File: config.mk
export PLATFORM = sky130hd
export DESIGN_NAME = ultrasonic_ranging_frame_receiver_unit_flat
export DESIGN_NICKNAME = d
export VERILOG_FILES = /design/src/design/urfr_pkg.sv /design/src/design/urfr_if.sv /design/src/design/ultrasonic_ranging_frame_receiver_unit.sv /design/src/flat_wrapper.sv
export SDC_FILE = /design/constraint.sdc
export NUM_CORES = 1
export LEC_CHECK = 0
export BUFFER_PORTS_ARGS = -buffer_cell sky130_fd_sc_hd__buf_2
export CORE_MARGIN = 1.5
export CORE_UTILIZATION = 57
export CTS_CLUSTER_DIAMETER = 40
export DETAILED_ROUTE_END_ITERATION = 6
export GPL_TIMING_DRIVEN = 0
export PLACE_DENSITY = 0.85
export SYNTH_ARGS = -nofsm -noshare
export SYNTH_HDL_FRONTEND = slang
export SYNTH_SLANG_ARGS = --single-unit
File: constraint.sdc
create_clock -name clk -period 7.5 [get_ports clk]
set_input_delay 1.125 -clock clk [delete_from_list [all_inputs] [get_ports clk]]
set_output_delay 1.125 -clock clk [all_outputs]
set_load 0.01 [all_outputs]
File: src/design/urfr_pkg.sv
// ----------------------------------------------------------------------------
// urfr_pkg: ultrasonic ranging frame receiver package
// Shared widths, codes and defaults for the receiver and its channels.
// ----------------------------------------------------------------------------
package urfr_pkg;

    // Field widths
    localparam int unsigned BYTE_W     = 8;
    localparam int unsigned DIST_W     = 13;
    localparam int unsigned COUNT_W    = 16;
    localparam int unsigned TIMEOUT_W  = 16;

    // Tick threshold is the reply timeout / 10, at most 6553: 13 bits
    localparam int unsigned LIMIT_W    = 13;

    // Defaults
    localparam int unsigned DEFAULT_MAX_DISTANCE = 4500;
    localparam logic [TIMEOUT_W-1:0] DEFAULT_TIMEOUT_MS = 16'd2000;

    // Reciprocal of ten: (x * 52429) >> 19 equals x / 10 for any 16-bit x
    localparam logic [15:0] RECIP_TEN   = 16'd52429;
    localparam int unsigned RECIP_SHIFT = 19;

    // Item kinds
    localparam logic CMD_TICK = 1'b0;
    localparam logic CMD_BYTE = 1'b1;

    // Result status codes
    typedef enum logic [2:0] {
        ST_OK      = 3'd0,
        ST_PENDING = 3'd1,
        ST_TIMEOUT = 3'd2,
        ST_CHECK   = 3'd3,
        ST_STORED  = 3'd4
    } status_t;

endpackage

File: src/design/urfr_if.sv
// ----------------------------------------------------------------------------
// urfr_if: receiver channel interfaces
// Valid/ready channels for incoming items and for result items.
// ----------------------------------------------------------------------------

// Incoming item: tick or received byte
interface urfr_req_if;
    logic                        valid;
    logic                        ready;
    logic                        cmd;
    logic [urfr_pkg::BYTE_W-1:0] rx_byte;

    modport source (output valid, output cmd, output rx_byte, input ready);
    modport sink   (input valid, input cmd, input rx_byte, output ready);
endinterface

// Result item: one per incoming item
interface urfr_res_if;
    logic                         valid;
    logic                         ready;
    urfr_pkg::status_t            status;
    logic                         send_trigger;
    logic [urfr_pkg::DIST_W-1:0]  distance;
    logic                         distance_valid;
    logic [urfr_pkg::COUNT_W-1:0] checksum_errors;

    modport source (output valid, output status, output send_trigger, output distance,
                    output distance_valid, output checksum_errors, input ready);
    modport sink   (input valid, input status, input send_trigger, input distance,
                    input distance_valid, input checksum_errors, output ready);
endinterface

File: src/design/ultrasonic_ranging_frame_receiver_unit.sv
// ----------------------------------------------------------------------------
// ultrasonic_ranging_frame_receiver_unit: UART range sensor poll logic
// Trigger on tick, reply timeout, three-byte frame capture and checksum.
// ----------------------------------------------------------------------------
// Each accepted item's result is captured in the output register as it is accepted.
// Throughput: one item per cycle while results are taken; the state update
// and result capture share one clock edge, and the output register accepts a
// new item while its held result is taken in the same cycle.
// Reset (rst_n, asynchronous, active low): frame idle, counters, distance and
// valid cleared, tick threshold set from a 2000 ms timeout; output empty.
// ----------------------------------------------------------------------------
module ultrasonic_ranging_frame_receiver_unit #(
    parameter int unsigned MAX_DISTANCE = urfr_pkg::DEFAULT_MAX_DISTANCE
) (
    input  logic                           clk,
    input  logic                           rst_n,
    input  logic                           cfg_we,
    input  logic [urfr_pkg::TIMEOUT_W-1:0] cfg_wdata,
    urfr_req_if.sink                       request,
    urfr_res_if.source                     result
);
    import urfr_pkg::*;

    localparam logic [15:0] MAX_DIST_LIM = 16'(MAX_DISTANCE);
    localparam logic [LIMIT_W-1:0] RESET_LIMIT =
        LIMIT_W'(DEFAULT_TIMEOUT_MS / 10);

    // Frame position, one-hot
    typedef enum logic [3:0] {
        FP_IDLE  = 4'b0001,
        FP_HIGH  = 4'b0010,
        FP_LOW   = 4'b0100,
        FP_CHECK = 4'b1000
    } frame_t;

    frame_t               frame_reg, frame_next;
    logic [LIMIT_W-1:0]   limit_reg;
    logic [LIMIT_W-1:0]   wait_reg, wait_next;
    logic [BYTE_W-1:0]    high_reg, high_next;
    logic [BYTE_W-1:0]    low_reg, low_next;
    logic [DIST_W-1:0]    dist_reg, dist_next;
    logic                 rvalid_reg, rvalid_next;
    logic [COUNT_W-1:0]   errs_reg, errs_next;

    status_t              status_next;
    logic                 trigger_next;

    logic                 out_valid_reg;
    status_t              out_status_reg;
    logic                 out_trigger_reg;
    logic [DIST_W-1:0]    out_dist_reg;
    logic                 out_dvalid_reg;
    logic [COUNT_W-1:0]   out_errs_reg;

    logic                 accept;
    logic [31:0]          recip_prod;
    logic [LIMIT_W-1:0]   wait_inc;
    logic [BYTE_W-1:0]    sum8;
    logic [15:0]          frame_value;

    // Handshake: output register frees when empty or being taken
    assign request.ready = !out_valid_reg || result.ready;
    assign accept        = request.valid && request.ready;

    // Tick threshold from the written timeout, by reciprocal multiply
    assign recip_prod = 32'(cfg_wdata) * 32'(RECIP_TEN);

    always_ff @(posedge clk or negedge rst_n)
    begin
        if (!rst_n)
        begin
            limit_reg <= RESET_LIMIT;
        end
        else if (cfg_we)
        begin
            limit_reg <= recip_prod[RECIP_SHIFT +: LIMIT_W];
        end
    end

    // Per-item state update and result
    assign wait_inc    = wait_reg + 1'b1;
    assign sum8        = high_reg + low_reg;
    assign frame_value = {high_reg, low_reg};

    always_comb
    begin
        frame_next   = frame_reg;
        wait_next    = wait_reg;
        high_next    = high_reg;
        low_next     = low_reg;
        dist_next    = dist_reg;
        rvalid_next  = rvalid_reg;
        errs_next    = errs_reg;
        status_next  = ST_OK;
        trigger_next = 1'b0;

        if (request.cmd == CMD_TICK)
        begin
            if (frame_reg == FP_IDLE)
            begin
                // start a measurement
                wait_next    = '0;
                frame_next   = FP_HIGH;
                trigger_next = 1'b1;
                status_next  = ST_OK;
            end
            else if (wait_inc >= limit_reg)
            begin
                frame_next  = FP_IDLE;
                wait_next   = '0;
                rvalid_next = 1'b0;
                status_next = ST_TIMEOUT;
            end
            else
            begin
                wait_next   = wait_inc;
                status_next = ST_PENDING;
            end
        end
        else
        begin
            unique case (frame_reg)
                FP_IDLE:
                begin
                    // byte while idle is dropped but still advances
                    frame_next  = FP_HIGH;
                    status_next = ST_STORED;
                end
                FP_HIGH:
                begin
                    high_next   = request.rx_byte;
                    frame_next  = FP_LOW;
                    status_next = ST_STORED;
                end
                FP_LOW:
                begin
                    low_next    = request.rx_byte;
                    frame_next  = FP_CHECK;
                    status_next = ST_STORED;
                end
                FP_CHECK:
                begin
                    frame_next = FP_IDLE;
                    if (sum8 != request.rx_byte)
                    begin
                        errs_next   = errs_reg + 1'b1;
                        rvalid_next = 1'b0;
                        status_next = ST_CHECK;
                    end
                    else
                    begin
                        if (frame_value <= MAX_DIST_LIM)
                        begin
                            dist_next   = frame_value[DIST_W-1:0];
                            rvalid_next = 1'b1;
                        end
                        else
                        begin
                            rvalid_next = 1'b0;
                        end
                        status_next = ST_OK;
                    end
                end
                default:
                begin
                    frame_next  = FP_IDLE;
                    status_next = ST_OK;
                end
            endcase
        end
    end

    // State registers
    always_ff @(posedge clk or negedge rst_n)
    begin
        if (!rst_n)
        begin
            frame_reg  <= FP_IDLE;
            wait_reg   <= '0;
            high_reg   <= '0;
            low_reg    <= '0;
            dist_reg   <= '0;
            rvalid_reg <= 1'b0;
            errs_reg   <= '0;
        end
        else if (accept)
        begin
            frame_reg  <= frame_next;
            wait_reg   <= wait_next;
            high_reg   <= high_next;
            low_reg    <= low_next;
            dist_reg   <= dist_next;
            rvalid_reg <= rvalid_next;
            errs_reg   <= errs_next;
        end
    end

    // Output register: valid flag
    always_ff @(posedge clk or negedge rst_n)
    begin
        if (!rst_n)
        begin
            out_valid_reg <= 1'b0;
        end
        else if (accept)
        begin
            out_valid_reg <= 1'b1;
        end
        else if (result.ready)
        begin
            out_valid_reg <= 1'b0;
        end
    end

    // Output register: payload
    always_ff @(posedge clk)
    begin
        if (accept)
        begin
            out_status_reg  <= status_next;
            out_trigger_reg <= trigger_next;
            out_dist_reg    <= dist_next;
            out_dvalid_reg  <= rvalid_next;
            out_errs_reg    <= errs_next;
        end
    end

    assign result.valid           = out_valid_reg;
    assign result.status          = out_status_reg;
    assign result.send_trigger    = out_trigger_reg;
    assign result.distance        = out_dist_reg;
    assign result.distance_valid  = out_dvalid_reg;
    assign result.checksum_errors = out_errs_reg;

    // Assertions

    // a tick while idle always asks for a trigger
    a_tick_trigger: assert property (@(posedge clk) disable iff (!rst_n)
        (accept && request.cmd == CMD_TICK && frame_reg == FP_IDLE)
        |=> (result.valid && result.send_trigger && result.status == ST_OK))
        else $error("idle tick did not raise send_trigger");

    // error count moves only with an accepted item
    a_errs_hold: assert property (@(posedge clk) disable iff (!rst_n)
        !accept |=> $stable(errs_reg))
        else $error("checksum error count changed without an item");

    // a valid reading never exceeds the range limit
    a_dist_range: assert property (@(posedge clk) disable iff (!rst_n)
        (result.valid && result.distance_valid)
        |-> (16'(result.distance) <= MAX_DIST_LIM))
        else $error("valid distance above range limit");

    // a checksum failure result always clears the reading valid flag
    a_check_clears: assert property (@(posedge clk) disable iff (!rst_n)
        (result.valid && result.status == ST_CHECK) |-> !result.distance_valid)
        else $error("checksum failure left distance valid");

endmodule

File: src/flat_wrapper.sv
// flat-port wrapper written by rule: the top's interface ports become plain ports
module ultrasonic_ranging_frame_receiver_unit_flat import urfr_pkg::*;
#(
    parameter int unsigned MAX_DISTANCE = urfr_pkg::DEFAULT_MAX_DISTANCE
)
  (clk, rst_n, cfg_we, cfg_wdata, request_valid, request_cmd, request_rx_byte, request_ready, result_valid, result_status, result_send_trigger, result_distance, result_distance_valid, result_checksum_errors, result_ready);
  urfr_req_if request_i ();
  urfr_res_if result_i ();
  input  logic clk;
  input  logic rst_n;
  input  logic cfg_we;
  input  logic [urfr_pkg::TIMEOUT_W-1:0] cfg_wdata;
  input wire logic [$bits(request_i.valid)-1:0] request_valid;
  input wire logic [$bits(request_i.cmd)-1:0] request_cmd;
  input wire logic [$bits(request_i.rx_byte)-1:0] request_rx_byte;
  output wire logic [$bits(request_i.ready)-1:0] request_ready;
  output wire logic [$bits(result_i.valid)-1:0] result_valid;
  output wire logic [$bits(result_i.status)-1:0] result_status;
  output wire logic [$bits(result_i.send_trigger)-1:0] result_send_trigger;
  output wire logic [$bits(result_i.distance)-1:0] result_distance;
  output wire logic [$bits(result_i.distance_valid)-1:0] result_distance_valid;
  output wire logic [$bits(result_i.checksum_errors)-1:0] result_checksum_errors;
  input wire logic [$bits(result_i.ready)-1:0] result_ready;
  assign request_i.valid = request_valid;
  assign request_i.cmd = request_cmd;
  assign request_i.rx_byte = request_rx_byte;
  assign request_ready = request_i.ready;
  assign result_valid = result_i.valid;
  assign result_status = result_i.status;
  assign result_send_trigger = result_i.send_trigger;
  assign result_distance = result_i.distance;
  assign result_distance_valid = result_i.distance_valid;
  assign result_checksum_errors = result_i.checksum_errors;
  assign result_i.ready = result_ready;
  ultrasonic_ranging_frame_receiver_unit #(.MAX_DISTANCE(MAX_DISTANCE)) u_core (.clk(clk), .rst_n(rst_n), .cfg_we(cfg_we), .cfg_wdata(cfg_wdata), .request(request_i), .result(result_i));
endmodule
## Word level (Yosys, flattened, before mapping)

Cells that the tools add are included.

| storage, ports and cells | value |
|---|---|
| word-level logic and storage cells | 63 |
| output and inout bits | 36 |
| register bits after elaboration | 111 |

| cells by class | value |
|---|---|
| equal/unequal tests | 5 |
| multiplexer cells | 27 |
| magnitude comparators | 2 |
| multiply operators | 1 |
| bitwise gates (word level) | 1 |
| reductions and logical operators | 10 |
| add/sub/neg operators | 3 |

Operators by type and width:

| cell | number |
|---|---|
| $mux 13 | 6 |
| $mux 16 | 3 |
| $mul 16x16->32 const B | 1 |
| $add 16x1->16 const B | 1 |
| $le 16x13->1 const B | 1 |
| $add 13x1->13 const B | 1 |
| $ge 13x13->1 | 1 |
| $mux 4 | 3 |
| $pmux 4 s3 | 1 |
| $mux 1 | 9 |
| $add 8x8->8 | 1 |
| $ne 8x8->1 | 1 |
| $mux 3 | 2 |
| $pmux 3 s2 | 1 |
| $reduce_and 3->1 | 2 |
| $eq 4x1->1 const B | 1 |
| $eq 4x2->1 const B | 1 |
| $eq 4x3->1 const B | 1 |
| $eq 4x4->1 const B | 1 |
| $mux 2 | 2 |
| $reduce_and 2->1 | 2 |
| $reduce_bool 3->1 | 1 |
| $reduce_or 3->1 | 1 |
| $reduce_bool 2->1 | 1 |
| 4 further kinds | 4 |

## Logic depth before layout (Yosys ltp)

| logic depth | value |
|---|---|
| depth in word-level cells | 5 |
| mapped depth | 20 |

## Worst setup path before layout

Ideal clock, no wire load.

| timing path | value |
|---|---|
| kind | input -> register |
| start point | input cfg_wdata[6] (netlist name) |
| end point | register u_core.limit_reg[12] |
| data required time | 7365 ps |
| arrival time | 5982 ps |
| library setup time | 135 ps |
| path buffers | 0 |
| stages on the path | 20 |
| path slack | 1384 ps |
| cell sequence | ha_1 inv_1 fa_1 inv_1 fa_1 fa_1 fa_1 inv_1 fa_1 inv_1 ha_1 nand2_1 nor4_1 a32oi_1 a21oi_1 a211oi_2 o311ai_2 o31ai_1 xnor2_1 mux2i_1 |

| between the ends | value |
|---|---|
| cells in the longest elaborated chain, start to end | 1 |

RTL lines:

| item | RTL line | text |
|---|---|---|
| from (decl) | flat_wrapper.sv:12 | `input logic [urfr_pkg::TIMEOUT_W-1:0] cfg_wdata;` |
| $mul 16x16->32 | ultrasonic_ranging_frame_receiver_unit.sv:66 | `assign recip_prod = 32'(cfg_wdata) * 32'(RECIP_TEN);` |
| to (signal assigned) | ultrasonic_ranging_frame_receiver_unit.sv:76 | `limit_reg <= recip_prod[RECIP_SHIFT +: LIMIT_W];` |
| to (decl) | ultrasonic_ranging_frame_receiver_unit.sv:37 | `logic [LIMIT_W-1:0] limit_reg;` |

Every way passes these cells.
A chain may end at the register's enable or synchronous reset.

## Worst setup path after layout

| timing path | value |
|---|---|
| start point | input cfg_wdata[7] (netlist name) |
| end point | register u_core.limit_reg[12] |

Same word-level chain as after synthesis.

==> run metrics <==
starting density of the core 58.3%; drt total wl 19900 um; pin count of the biggest net entering global routing 65; count of input and output buffers 65; minimum clock period 6.65 ns; Tightest Hold Check Type flop to flop; I/O pin count 66; post-synth top area share 18.9%; worst-case vdd ir drop 0.248 mV; worst slew pin tran 0.741 ns; post-synth top area cell ha_1; clock slew at reported path FFs 0.08 ns; number of nets in the final layout 1256; area of the die 18500 sq um; Vias/cell 5.55; post-synth net total 1178; proportion of synthesized chip area in sequential cells 29.3%; placer congestion estimate 0.905; count of routing violations after the opening detailed-route iteration 416; commonest register cell after synthesis dfrtp_1; reported max-cap violation count 0; RSZ-0062 raised after global routing no; final core occ 63.8%; total vias in the final route 6793; yosys warns 0; CP Cell Sequence buf_2 -> ha_1 -> inv_1 -> fa_1 -> inv_1 -> fa_1 -> fa_1 -> fa_1 -> inv_1 -> fa_1 -> inv_1 -> ha_1 -> nand2_1 -> nor4_1 -> a32oi_1 -> a21oi_1 -> a211oi_2 -> o311ai_2 -> o31ai_1 -> xnor2_1 -> mux2i_1; number of pins exceeding their max-slew limit in the final report 0; layout cell share with drive strength beyond 1 15.3%; power density over cell area 316 nW/um^2; average wire per cell in the routed design 16.2 um; Critical Path Max Stage Delay 0.55 ns; crit path DAT 6.88 ns; cell total after placement 1208; worst hold slack after final layout 0.509 ns; CTS resizes 0; row cnt 48; clock tree from TritonCTS yes; die width 136 um; standard cell core area 17300 sq um; Worst Path Required 7.73 ns; length of the first detailed-routing pass in iterations 5; most common cell in the synthesized netlist inv_1; Final HPWL DP 16000 um; syn_area_per_cell 11.0 sq um; largest driver fanout on the critical path 5; antenna fix cells 0; clock net sink count 111; wire length of the first global-routing pass 33400 um; Antenna Nets Post-Route 0; number of endpoints with negative hold slack in the final report 0; post-place instance area 10700 sq um; Final Power 3.49 mW; setup_tns 0 ns; drc violations 0; hold buffer count at cts 0; clock latency of the later-clocked register in the worst-skew pair 0.36 ns; Area contributors post-synth ha_1, dfrtp_1, fa_1; slack of the critical path 0.850 ns; layout overhead on the synthesized area 9.30%; Buf/Inv on CP 5; CP endpoint kind flop; buffer count from post-CTS setup fixing 0; highest attainable clock frequency 150 MHz; H-tree level count 3; via count of the first global-routing pass 6993; Mapped Cells 916; die span in y 136 um; non-filler cells in the finished layout 1224; cts bufs inserted 9; total track usage 23.1%; Leak 5.77 nW; Setup Skew 0.00856 ns; Period Utilization, post-route 88.7%; post-route cell area 11000 sq um; number of flops mapped to enable cells by yosys 34; worst slew margin relative to its limit 50.4%; antenna violations before repair 1; post-synthesis cell type count 68; outcome complete, no violations; element type at the critical path start primary input; clk root buf clkbuf_16; kind of cell adding the most delay to the critical path adder cells; post-synthesis register bit count 111; top post-synthesis cells by count inv_1, ha_1, fa_1, dfrtp_1, xor2_1; overall overflow remaining after global route 0; worst slack, placed 0.461 ns; FFs w/ async S/R, synth 69.4%; category of the most critical setup path primary input to flop; Post-Syn Area 10100 sq um; Critical Path Most Common Cell fa_1; maximum count of clock buffers along a single path 2; fillers 1314; final setup violation count 0; Slowest cell on crit path fa_1
==> layout make-up <==
| class | count | area [sq um] | area share, % |
|---|---|---|---|
| clock buffer | 9 | 225 | 2.04 |
| timing repair buffer | 67 | 375 | 3.40 |
| buffer | 18 | 90.1 | 0.817 |
| sequential | 111 | 2950 | 26.8 |
| clock inverter | 7 | 55.1 | 0.499 |
| inverter | 176 | 661 | 5.99 |
| tap | 225 | 282 | 2.55 |
| multi-input combinational | 611 | 6390 | 57.9 |
==> where the power goes <==
part	total, mW	internal (mW)	switching (mW)
Combinational	2.21	0.964	1.25
Clock	0.453	0.229	0.224
Sequential	0.824	0.741	0.0835
Total	3.49	1.93	1.55
==> worst paths after layout <==
check	startpoint	to	slack, ns	cells after the start
min	u_core.errs_reg[11]	u_core.errs_reg[11]	0.51	1
max reg2reg	u_core.wait_reg[0]	u_core.wait_reg[11]	3.70	13
max in group asynchronous	rst_n	u_core.limit_reg[7]	6.27	2
min in group asynchronous	rst_n	u_core.errs_reg[11]	0.62	1
max	cfg_wdata[7]	u_core.limit_reg[12]	0.85	21
min reg2reg	u_core.errs_reg[11]	u_core.errs_reg[11]	0.51	1
==> cell families (layout without fill, tap and decap cells) <==
group | after synthesis | count (layout) | synth area share [%]
adder cells (fa/ha/maj) | 232 | 232 | 34.7
XOR/XNOR | 77 | 77 | 6.87
buffers and inverters | 194 | 277 | 7.43
AO/OA/AOI/OAI | 99 | 99 | 6.81
multiplexers | 50 | 50 | 5.88
flip-flops | 111 | 111 | 29.3
AND/OR/NAND/NOR | 153 | 153 | 9.02
==> layout by cell type, fill, tap and decap left out, types with 11 or more instances in the layout <==
cell      count
o21ai_0      20
nor2_1       22
nand2_1      36
and3_1       11
dfrtp_1      73
inv_1       176
mux2_2       25
edfxtp_1     34
nand3_1      18
buf_2        66
nor3_1       11
ha_1        152
xor2_1       46
a21oi_1      22
xnor2_1      30
fa_1         80
==> metal layers <==
metal | global-route usage [%] | part of all wire [%] | vias up
met3 | 3.58 | 3.3 | 29
met1 | 30.1 | 44 | 3364
met4 | 5.97 | 1.7 | 0
met5 | 0 | 0 | -
li1 | - | - | 3254
met2 | 40.1 | 51 | 146
Note: power is estimated with default switching activity, not from simulation.
